$ cat src/rp50_pkg.sv
// Shared types, constants and digit helpers for the Radix-50 packer and unpacker.
package rp50_pkg;

	localparam int S_TDATA_W = 56;
	localparam int M_TDATA_W = 88;

	localparam logic KIND_ENCODE = 1'b0;
	localparam logic KIND_DECODE = 1'b1;

	localparam logic [5:0] NO_DIGIT = 6'h3F;
	localparam logic [5:0] RADIX    = 6'd40;
	localparam logic [2:0] MAX_DIGITS = 3'd6;

	localparam logic [31:0] POW40 [7] = '{
		32'd1, 32'd40, 32'd1600, 32'd64000, 32'd2560000, 32'd102400000, 32'd4096000000
	};

	localparam logic [6:0] CHAR_TAB [40] = '{
		7'h20, 7'h30, 7'h31, 7'h32, 7'h33, 7'h34, 7'h35, 7'h36,
		7'h37, 7'h38, 7'h39, 7'h41, 7'h42, 7'h43, 7'h44, 7'h45,
		7'h46, 7'h47, 7'h48, 7'h49, 7'h4A, 7'h4B, 7'h4C, 7'h4D,
		7'h4E, 7'h4F, 7'h50, 7'h51, 7'h52, 7'h53, 7'h54, 7'h55,
		7'h56, 7'h57, 7'h58, 7'h59, 7'h5A, 7'h2E, 7'h24, 7'h25
	};

	typedef struct packed {
		logic        kind;
		logic        last;
		logic [5:0]  dig;
		logic [3:0]  code;
		logic [31:0] word;
	} req_t;

	typedef struct packed {
		logic            vld;
		logic            kind;
		logic [3:0]      code;
		logic [2:0]      cnt;
		logic [31:0]     x;
		logic [5:0]      lo;
		logic [5:0][5:0] dig;
	} stage_t;

	typedef struct packed {
		logic            vld;
		logic            kind;
		logic [35:0]     packed_out;
		logic [5:0]      code_out;
		logic [5:0][6:0] chr;
	} out_t;

	function automatic logic [5:0] char_to_digit(input logic [6:0] c);
		logic [5:0] d;
		d = NO_DIGIT;
		if (c == 7'h20) begin
			d = 6'd0;
		end else if (c >= 7'h30 && c <= 7'h39) begin
			d = 6'(c - 7'h2F);
		end else if (c >= 7'h41 && c <= 7'h5A) begin
			d = 6'(c - 7'h36);
		end else if (c >= 7'h61 && c <= 7'h7A) begin
			d = 6'(c - 7'h56);
		end else if (c == 7'h2E) begin
			d = 6'd37;
		end else if (c == 7'h24) begin
			d = 6'd38;
		end else if (c == 7'h25) begin
			d = 6'd39;
		end
		return d;
	endfunction

	function automatic logic [6:0] digit_to_char(input logic [5:0] d);
		logic [6:0] c;
		c = CHAR_TAB[0];
		if (d < RADIX) begin
			c = CHAR_TAB[d];
		end
		return c;
	endfunction

	// v / 40 as (v >> 3) / 5 by reciprocal multiply
	function automatic logic [31:0] div40(input logic [31:0] v);
		logic [60:0] p;
		p = 61'(v[31:3]) * 61'(32'hCCCC_CCCD);
		return 32'(p[60:34]);
	endfunction

	// low digit of v given low bits of v and of v / 40
	function automatic logic [5:0] rem40(input logic [5:0] vlo, input logic [5:0] qlo);
		return 6'(vlo - {qlo[0], 5'b0} - {qlo[2:0], 3'b0});
	endfunction

	function automatic logic [5:0] mod40(input logic [5:0] v);
		return (v >= RADIX) ? 6'(v - RADIX) : v;
	endfunction

endpackage

$ cat src/rp50_front.sv
// Request intake: unpacks the input stream and maps characters to digits.
module rp50_front (
	input  logic                           s_tvalid,
	output logic                           s_tready,
	input  logic [rp50_pkg::S_TDATA_W-1:0] s_tdata,
	input  logic                           s_tuser,
	input  logic                           s_tlast,
	input  logic                           full,
	output logic                           push,
	output rp50_pkg::req_t                 push_req
);

	assign s_tready = !full;
	assign push     = s_tvalid && !full;

	always_comb begin
		push_req      = '0;
		push_req.kind = s_tuser;
		push_req.last = s_tlast;
		push_req.dig  = rp50_pkg::char_to_digit(s_tdata[6:0]);
		push_req.word = s_tdata[45:14];
		if (s_tuser == rp50_pkg::KIND_DECODE) begin
			push_req.code = s_tdata[49:46];
		end else begin
			push_req.code = s_tdata[13:10];
		end
	end

endmodule

$ cat config.mk
export PLATFORM = sky130hd
export DESIGN_NAME = rp50_front
export DESIGN_NICKNAME = d
export VERILOG_FILES = /design/src/rp50_pkg.sv /design/src/rp50_front.sv
export SDC_FILE = /design/constraint.sdc
export NUM_CORES = 1
export LEC_CHECK = 0
export ABC_AREA = 1
export BUFFER_PORTS_ARGS = -buffer_cell sky130_fd_sc_hd__buf_4
export CAP_MARGIN = 25
export CORE_MARGIN = 1.5
export CORE_UTILIZATION = 30
export DETAILED_ROUTE_END_ITERATION = 7
export PLACE_DENSITY_LB_ADDON = 0.3
export SYNTH_ARGS = -nofsm -noshare
export SYNTH_HDL_FRONTEND = slang
export SYNTH_SLANG_ARGS = --single-unit
$ cat constraint.sdc
create_clock -name vclk -period 2.3
set_input_delay 0.69 -clock vclk [all_inputs]
set_output_delay 0.69 -clock vclk [all_outputs]
set_load 0.05 [all_outputs]
==> metrics.txt <==
status complete, but fails checks; failing checks setup timing; HPWL after DPL 1680 um; post-synthesis to final-layout area growth 34.3%; die area 3070 sq um; number of flip-flops and latches 0; cell family contributing the most delay on the critical path compound AO/OA/AOI/OAI gates; cell area power density 252 nW/um^2; drt pass-1 iters 4; CP cell instances buf_8 -> inv_6 -> ha_4 -> inv_4 -> o21ai_1 -> nand2_2 -> o21ai_1 -> nor2_4 -> buf_6; crit-path max cell delay 250 ps; Layout Cells excl Fill ~170; number of filler instances in the final layout 267; synthesized area per cell ~6.2 sq um; Hold WC Path Type primary input to output pin; Yosys cell types 20; most common library cell in the layout ignoring fill and taps buf_4; initial standard-cell utilization of the core about a third; post-route fraction of the period consumed by the critical path 111%; Buffers & Inverters on Critical Path 4; antenna violation net count after detailed routing 0; io pins approximately 110; Worst IR Drop VDD 0.176 mV; Setup Viol. Count Final 6; Layout Utilization approximately 44%; Register Area 0 sq um; slowest library cell on the worst path o21ai_1; total via count after detailed routing slightly above 800; crit path DAT 1870 ps; normalized max-slew margin between 80% and 90%; unrepaired setup endpoints after global routing yes; highest net fanout along the worst path 5; count of endpoints failing hold in the final timing report 0; sequential share of the synthesized area 0%; met2 usage between 20 and 25%; GR Util met3 3.51%; row cnt 18; final layout net count 213; maximum clock frequency 390 MHz; measured slew at the worst slew-check pin 240 ps; endpoint class of the critical path output pin; wire length of the first global-routing pass about 3400 um; post-synthesis cell count 132; fin worst setup slack -264 ps; static leakage between 0.5 and 0.6 nW; crit-path most repeated cell o21ai_1; data required time of the critical path roughly 1600 ps; post-synthesis net count 199; Syn Std Cell Area 825 sq um; maximum number of pins on one net before global-route repair 8; overall track demand over capacity in global routing about an eighth; most frequent cells in the layout 40 x buf_4, 17 x nand2_1, 11 x nor2_1, 8 x nor2_4; sum of overflow across all layers after global routing 0; Setup crit start kind primary input; global-route layer with the greatest usage met2; detail-routed net length per standard cell 11.5 um; Die Wd around 55 um; number of antenna violations at the first check in global routing 0; total placed cells including tap cells 172; post-route minimum period 2560 ps; Detailed Route Iter0 Violations 11; GR met1 Demand/Resource between 10 and 15%; GPL Wtd Cong 0.814; type of the worst setup path primary input to output pin; fraction of final layout cells with drive strength greater than 1 59.7%; antenna diode instance count 0; number of clock buffers in the layout 0; number of pins with negative max-slew slack in the final report 0; yosys warns 0; Buffers on Ports 31; core outline area 2540 sq um; final routed DRC violation total 0; Via-to-Cell Ratio ~4.6; max-cap viol count 0; number of hold-repair buffers added at the cts stage 0; y dimension of the die 55.4 um; total length of routed wires 2000 um; number of global-route vias before repair 800
timing repair:
| item | CTS | global route |
|---|---|---|
| gates resized for setup | 15 | 7 |
| buffers inserted | 0 | 2 |
| endpoints found under the setup margin | 6 | 6 |
| pin swaps | 9 | 3 |
stage by stage:
| step | cell area (sq um) | TNS (ps) | hold slack, ps | worst slack [ps] | total power [mW] |
|---|---|---|---|---|---|
| after CTS | 1060 | -1430 | 1380 | -264 | 0.274 |
| after global placement | 1010 | -1920 | 1380 | -372 | 0.255 |
| final | 1110 | -1320 | 1380 | -264 | 0.279 |
| after global routing | 1110 | -1820 | 1380 | -347 | 0.297 |
| after detailed placement | 1010 | -2040 | 1380 | -401 | 0.258 |
| after floorplan | 901 | -307 | 1550 | -108 | 0.317 |
cells by family (layout without fill, tap and decap cells):
kind of cell	Yosys count	in the layout	synth area share [%]
fa+ha+maj	7	7	10.6
mux	4	4	5.46
compound gates	10	10	6.07
buf+inv	49	61	38.7
xor+xnor	4	4	4.25
simple gates	58	58	34.9
Yosys cell counts, types with 2 or more instances:
library cell	instances	area (sq um)
a21oi_1	4	20.0
buf_4	34	255
ha_1	7	87.6
inv_1	9	33.8
inv_2	5	18.8
mux2_2	4	45.0
nand2_1	19	71.3
nand2_2	6	37.5
nand3_1	6	30.0
nand3_2	2	20.0
nand4_1	2	12.5
nor2_1	15	56.3
nor2_2	4	25.0
o21ai_1	6	30.0
xor2_1	4	35.0
metal layers:
layer  part of all wire [%]  wire length, um  vias up
met5                      0                0        -
met4                    2.8               55        0
met3                    8.8              176       16
met2                     48              953       52
met1                     41              810      331
li1                       -                -      406
path summary, 6_finish.rpt:
| kind | startpoint | to | slack [ps] | cells after the start |
|---|---|---|---|---|
| setup / recovery | s_tdata[1] | push_req[40] | -260 | 9 |
| hold / removal | s_tdata[37] | push_req[23] | 1380 | 0 |
report_power, final:
group	internal (mW)	leakage, nW	switching, mW
combinational	0.115	0.575	0.164
clock	0	0	0
sequential	0	0	0
total	0.115	0.575	0.164
final cells by class:
type                            count  area (sq um)  share of cell area [%]
Timing Repair Buffer               47           394                    35.6
Tap cell                           30          37.5                    3.39
Multi-Input combinational cell     83           599                    54.1
Inverter                           14          76.3                    6.89
Power figures use the tool's default switching activity.
