[config.mk]
export PLATFORM = sky130hd
export DESIGN_NAME = rp50_fifo
export DESIGN_NICKNAME = d
export VERILOG_FILES = /design/src/rp50_pkg.sv /design/src/rp50_fifo.sv
export SDC_FILE = /design/constraint.sdc
export NUM_CORES = 1
export LEC_CHECK = 0
export BUFFER_PORTS_ARGS = -buffer_cell sky130_fd_sc_hd__buf_4
export CAP_MARGIN = 20
export CORE_ASPECT_RATIO = 0.5
export CORE_MARGIN = 4
export CORE_UTILIZATION = 39
export CTS_CLUSTER_DIAMETER = 60
export DETAILED_ROUTE_END_ITERATION = 10
export GPL_TIMING_DRIVEN = 0
export HOLD_SLACK_MARGIN = 0.06
export PLACE_DENSITY = 0.66
export SYNTH_ARGS = -nofsm -noshare
export SYNTH_HDL_FRONTEND = slang
export SYNTH_SLANG_ARGS = --single-unit
[constraint.sdc]
create_clock -name clk -period 5.9 [get_ports clk]
set_input_delay 0.59 -clock clk [delete_from_list [all_inputs] [get_ports clk]]
set_output_delay 0.59 -clock clk [all_outputs]
set_load 0.02 [all_outputs]
[src/rp50_pkg.sv]
// Shared types, constants and digit helpers for the Radix-50 packer and unpacker.
package rp50_pkg;

	localparam int S_TDATA_W = 56;
	localparam int M_TDATA_W = 88;

	localparam logic KIND_ENCODE = 1'b0;
	localparam logic KIND_DECODE = 1'b1;

	localparam logic [5:0] NO_DIGIT = 6'h3F;
	localparam logic [5:0] RADIX    = 6'd40;
	localparam logic [2:0] MAX_DIGITS = 3'd6;

	localparam logic [31:0] POW40 [7] = '{
		32'd1, 32'd40, 32'd1600, 32'd64000, 32'd2560000, 32'd102400000, 32'd4096000000
	};

	localparam logic [6:0] CHAR_TAB [40] = '{
		7'h20, 7'h30, 7'h31, 7'h32, 7'h33, 7'h34, 7'h35, 7'h36,
		7'h37, 7'h38, 7'h39, 7'h41, 7'h42, 7'h43, 7'h44, 7'h45,
		7'h46, 7'h47, 7'h48, 7'h49, 7'h4A, 7'h4B, 7'h4C, 7'h4D,
		7'h4E, 7'h4F, 7'h50, 7'h51, 7'h52, 7'h53, 7'h54, 7'h55,
		7'h56, 7'h57, 7'h58, 7'h59, 7'h5A, 7'h2E, 7'h24, 7'h25
	};

	typedef struct packed {
		logic        kind;
		logic        last;
		logic [5:0]  dig;
		logic [3:0]  code;
		logic [31:0] word;
	} req_t;

	typedef struct packed {
		logic            vld;
		logic            kind;
		logic [3:0]      code;
		logic [2:0]      cnt;
		logic [31:0]     x;
		logic [5:0]      lo;
		logic [5:0][5:0] dig;
	} stage_t;

	typedef struct packed {
		logic            vld;
		logic            kind;
		logic [35:0]     packed_out;
		logic [5:0]      code_out;
		logic [5:0][6:0] chr;
	} out_t;

	function automatic logic [5:0] char_to_digit(input logic [6:0] c);
		logic [5:0] d;
		d = NO_DIGIT;
		if (c == 7'h20) begin
			d = 6'd0;
		end else if (c >= 7'h30 && c <= 7'h39) begin
			d = 6'(c - 7'h2F);
		end else if (c >= 7'h41 && c <= 7'h5A) begin
			d = 6'(c - 7'h36);
		end else if (c >= 7'h61 && c <= 7'h7A) begin
			d = 6'(c - 7'h56);
		end else if (c == 7'h2E) begin
			d = 6'd37;
		end else if (c == 7'h24) begin
			d = 6'd38;
		end else if (c == 7'h25) begin
			d = 6'd39;
		end
		return d;
	endfunction

	function automatic logic [6:0] digit_to_char(input logic [5:0] d);
		logic [6:0] c;
		c = CHAR_TAB[0];
		if (d < RADIX) begin
			c = CHAR_TAB[d];
		end
		return c;
	endfunction

	// v / 40 as (v >> 3) / 5 by reciprocal multiply
	function automatic logic [31:0] div40(input logic [31:0] v);
		logic [60:0] p;
		p = 61'(v[31:3]) * 61'(32'hCCCC_CCCD);
		return 32'(p[60:34]);
	endfunction

	// low digit of v given low bits of v and of v / 40
	function automatic logic [5:0] rem40(input logic [5:0] vlo, input logic [5:0] qlo);
		return 6'(vlo - {qlo[0], 5'b0} - {qlo[2:0], 3'b0});
	endfunction

	function automatic logic [5:0] mod40(input logic [5:0] v);
		return (v >= RADIX) ? 6'(v - RADIX) : v;
	endfunction

endpackage

[src/rp50_fifo.sv]
// Short request queue between intake and execution.
module rp50_fifo #(
	parameter int DEPTH = 4
) (
	input  logic           clk,
	input  logic           arst_n,
	input  logic           push,
	input  rp50_pkg::req_t push_req,
	output logic           full,
	output logic           q_vld,
	output rp50_pkg::req_t q_req,
	input  logic           pop
);

	localparam int PTR_W = $clog2(DEPTH);
	localparam int CNT_W = $clog2(DEPTH + 1);
	localparam logic [PTR_W-1:0] LAST_PTR = PTR_W'(DEPTH - 1);
	localparam logic [CNT_W-1:0] FULL_CNT = CNT_W'(DEPTH);

	rp50_pkg::req_t   mem_q [DEPTH];
	logic [PTR_W-1:0] wr_ptr_q;
	logic [PTR_W-1:0] rd_ptr_q;
	logic [CNT_W-1:0] cnt_q;

	assign full  = (cnt_q == FULL_CNT);
	assign q_vld = (cnt_q != '0);
	assign q_req = mem_q[rd_ptr_q];

	always_ff @(posedge clk) begin
		if (push) begin
			mem_q[wr_ptr_q] <= push_req;
		end
	end

	always_ff @(posedge clk or negedge arst_n) begin
		if (!arst_n) begin
			wr_ptr_q <= '0;
			rd_ptr_q <= '0;
			cnt_q    <= '0;
		end else begin
			if (push) begin
				wr_ptr_q <= (wr_ptr_q == LAST_PTR) ? '0 : PTR_W'(wr_ptr_q + 1'b1);
			end
			if (pop) begin
				rd_ptr_q <= (rd_ptr_q == LAST_PTR) ? '0 : PTR_W'(rd_ptr_q + 1'b1);
			end
			if (push && !pop) begin
				cnt_q <= CNT_W'(cnt_q + 1'b1);
			end else if (pop && !push) begin
				cnt_q <= CNT_W'(cnt_q - 1'b1);
			end
		end
	end

endmodule

==> flow_summary.toml <==
[synth]
synth_area_um2 = 6830
synth.area.top_cells = "edfxtp_1 (77%), mux4_2 (13%), dfrtp_1 (2.6%), mux4_1 (2.3%), buf_12 (1.2%)"
synth.avg_cell_area_um2 = 25.6
synth_seq_cells = 183
ys_warn_count = 0
synth_area_leader_cell = "edfxtp_1"
ys_types = 19
synth_edf_count = 176
ys_seq_area_frac = 0.800
ys_top_cells_by_count = "edfxtp_1 (176), mux4_2 (38), dfrtp_1 (7)"
synth_ff_type = "edfxtp_1"
synthesis.nets = 322
synth_cells = 267
synth_top_area_frac = 0.774
yosysMostFrequentCell = "edfxtp_1"
async_flop_share = 0.0383

[detailed_routing]
drtIter0Drc = 174
drcViolationCount = 0
routed_wl_um = 11800
dr.pass1.iters = 4
postRouteAntennaNets = 0
vias = 3020
post_drt_wl_per_cell_um = 18.9
vias_per_cell = 4.85

[sta]
fin_ws_ns = 3.43
clock_skew_ns = 0.0101
grt_setup_unrepaired = "no"
fin_crit_ns = 2.47
worstMarginPinSlew_ns = 0.601
fin_tns_setup_ns = 0
fmax_ghz = 0.405
finalHoldViolCount = 0
fin_crit_sh = 0.418
drv_slew = 0
setup_viol = 0
holdWs_ns = 0.377
slew-limit-headroom = 0.599

[critical_path]
worstSetupPathType = "flip-flop to output port"
crit_fanout = 10
crit_top_cell = "buf_2"
cp.arrival_ns = 1.88
cp_top_family = "buffers and inverters"
critPathRequiredTime_ns = 5.31
path_cells = "buf_2 -> buf_2 -> mux4_2 -> buf_4"
crit_slowest_cell = "mux4_2"
cp_num_buf_inv = 3
crit_path_end_kind = "output port"
setup.worst_path.start_class = "flip-flop"
max_stage_delay_ns = 0.37

[clock_network]
cts_root_buffer = "clkbuf_16"
path_clk_slew_ns = 0.07
clkSinkCount = 183
cts_tree = "yes"
clk_latency_ns = 0.41
clk_path_buf_depth = 2
postCtsSetupBuffers = 0
htree_levels = 4
numCtsBuffers = 17

[die]
die-width_um = 195
start_util = 0.407
die-area_um2 = 19800
placementRows = 33
die_h_um = 102
io_pins = 94
core_area_um2 = 16800

[final_layout]
fill_cells = 1346
drive_above_1_share = 0.460
area_delta_synth_final_pct = 24.5
design_area_um2 = 8500
instances_no_fill = 623
seq_area_um2 = 5460
finalNetCount = 439
final_util = 0.507
multi_input_area_um2 = 1240
num_antenna_cells = 0

[global_route]
grt_usage = 0.126
grt_max_degree = 29
grt_pass1_wl_um = 19100
grt_pass1_vias = 3424
grt_remaining_overflow = 0
antenna_found_initial = 0

[outcome]
outcome = "finished clean"

[pwr]
p_int_mw = 3.03
p_comb_frac = 0.335
p_seq_frac = 0.400
switching_power_mw = 1.28
total_power_mw = 4.31
p_leak_nw = 2.96
power.share.clock = 0.265
powerDensity_nw_per_um2 = 507
switching_share = 0.298
max-vdd-ir-drop_mv = 0.253

[placed_design]
place_hpwl_um = 7460
place_ws_ns = 3.84
place_inst = 591
postPlaceCellArea_um2 = 7900
gp_congestion = 0.700
portBuffers = 93

[worst_hold_path]
hold_path.class = "input port to flip-flop"

[run]
max-cap-violations = 0
[what timing repair did]
action                    in CTS  in global routing
hold buffers                   1                  0
hold endpoints to repair       7                  0
resized for setup              0                  0
[power by group through the flow]
| stage | Combinational, mW | Clock [mW] | Sequential, mW |
|---|---|---|---|
| floorplan | 0.936 | 0 | 1.74 |
| global placement | 1.45 | 0 | 1.76 |
| detailed placement | 1.49 | 0 | 1.76 |
| CTS | 1.49 | 1.17 | 1.73 |
| global route | 1.56 | 1.23 | 1.75 |
| finish | 1.44 | 1.14 | 1.73 |
[final cells by class]
class | instances | share of cell area
Multi-Input combinational cell | 70 | 0.146
Timing Repair Buffer | 98 | 0.0927
Clock buffer | 18 | 0.0505
Clock inverter | 13 | 0.0199
Inverter | 4 | 0.00177
Tap cell | 227 | 0.0334
Sequential cell | 183 | 0.642
Buffer | 10 | 0.0137
[flip-flops by register name (all words and copies together) (netlist names)]
name	count
cnt_q	3
mem_q	176
rd_ptr_q	2
wr_ptr_q	2
[routing by layer]
metal,up-vias,global-route usage,routed length (µm)
met1,1605,0.160,5200
met2,48,0.219,6150
met5,-,0,0
li1,1362,-,-
met3,5,0.0312,378
met4,0,0.0370,65
[worst reg2reg max path, stage by stage, from the launching register on]
cell	delay [ns]
dfrtp_1	0.43
inv_1	0.12
ha_1	0.15
and2_2	0.53
buf_12	0.28
[cell families (layout without fill, tap and decap cells)]
family                     Yosys count  count (layout)  share of synthesized area
muxes                               47              47                      0.153
adders and majority gates            7               7                     0.0139
and+or+nand+nor                     11              11                    0.00843
buffers and inverters               14             143                     0.0192
AOI/OAI and AO/OA                    2               2                    0.00147
DFF                                183             183                      0.800
xor gates and xnor gates             3               3                    0.00385
[cells in the final DEF (no fill, tap or decap), drive strengths merged, types with 2 or more instances in the layout]
| cell type | count |
|---|---|
| clkinv | 5 |
| dfrtp | 7 |
| nand2 | 2 |
| buf | 107 |
| clkbuf | 18 |
| bufinv | 3 |
| mux2 | 3 |
| ha | 6 |
| mux4 | 44 |
| and2 | 4 |
| xor2 | 2 |
| inv | 8 |
| edfxtp | 176 |
| nor2 | 3 |
| o21ai | 2 |
[path summary, 6_finish.rpt]
check	slack, ns	endpoint	from	depth (start not counted)
min in group asynchronous	0.53	cnt_q[2]	arst_n	2
worst min register to register	0.49	cnt_q[2]	cnt_q[2]	1
worst max-delay path	3.43	q_req[15]	rd_ptr_q[1]	4
max in group asynchronous	5.23	rd_ptr_q[0]	arst_n	2
worst max register to register	4.08	mem_q[2][4]	wr_ptr_q[0]	4
worst min-delay path	0.38	mem_q[1][36]	push_req[36]	1
Note: power is estimated with default switching activity, not from simulation.
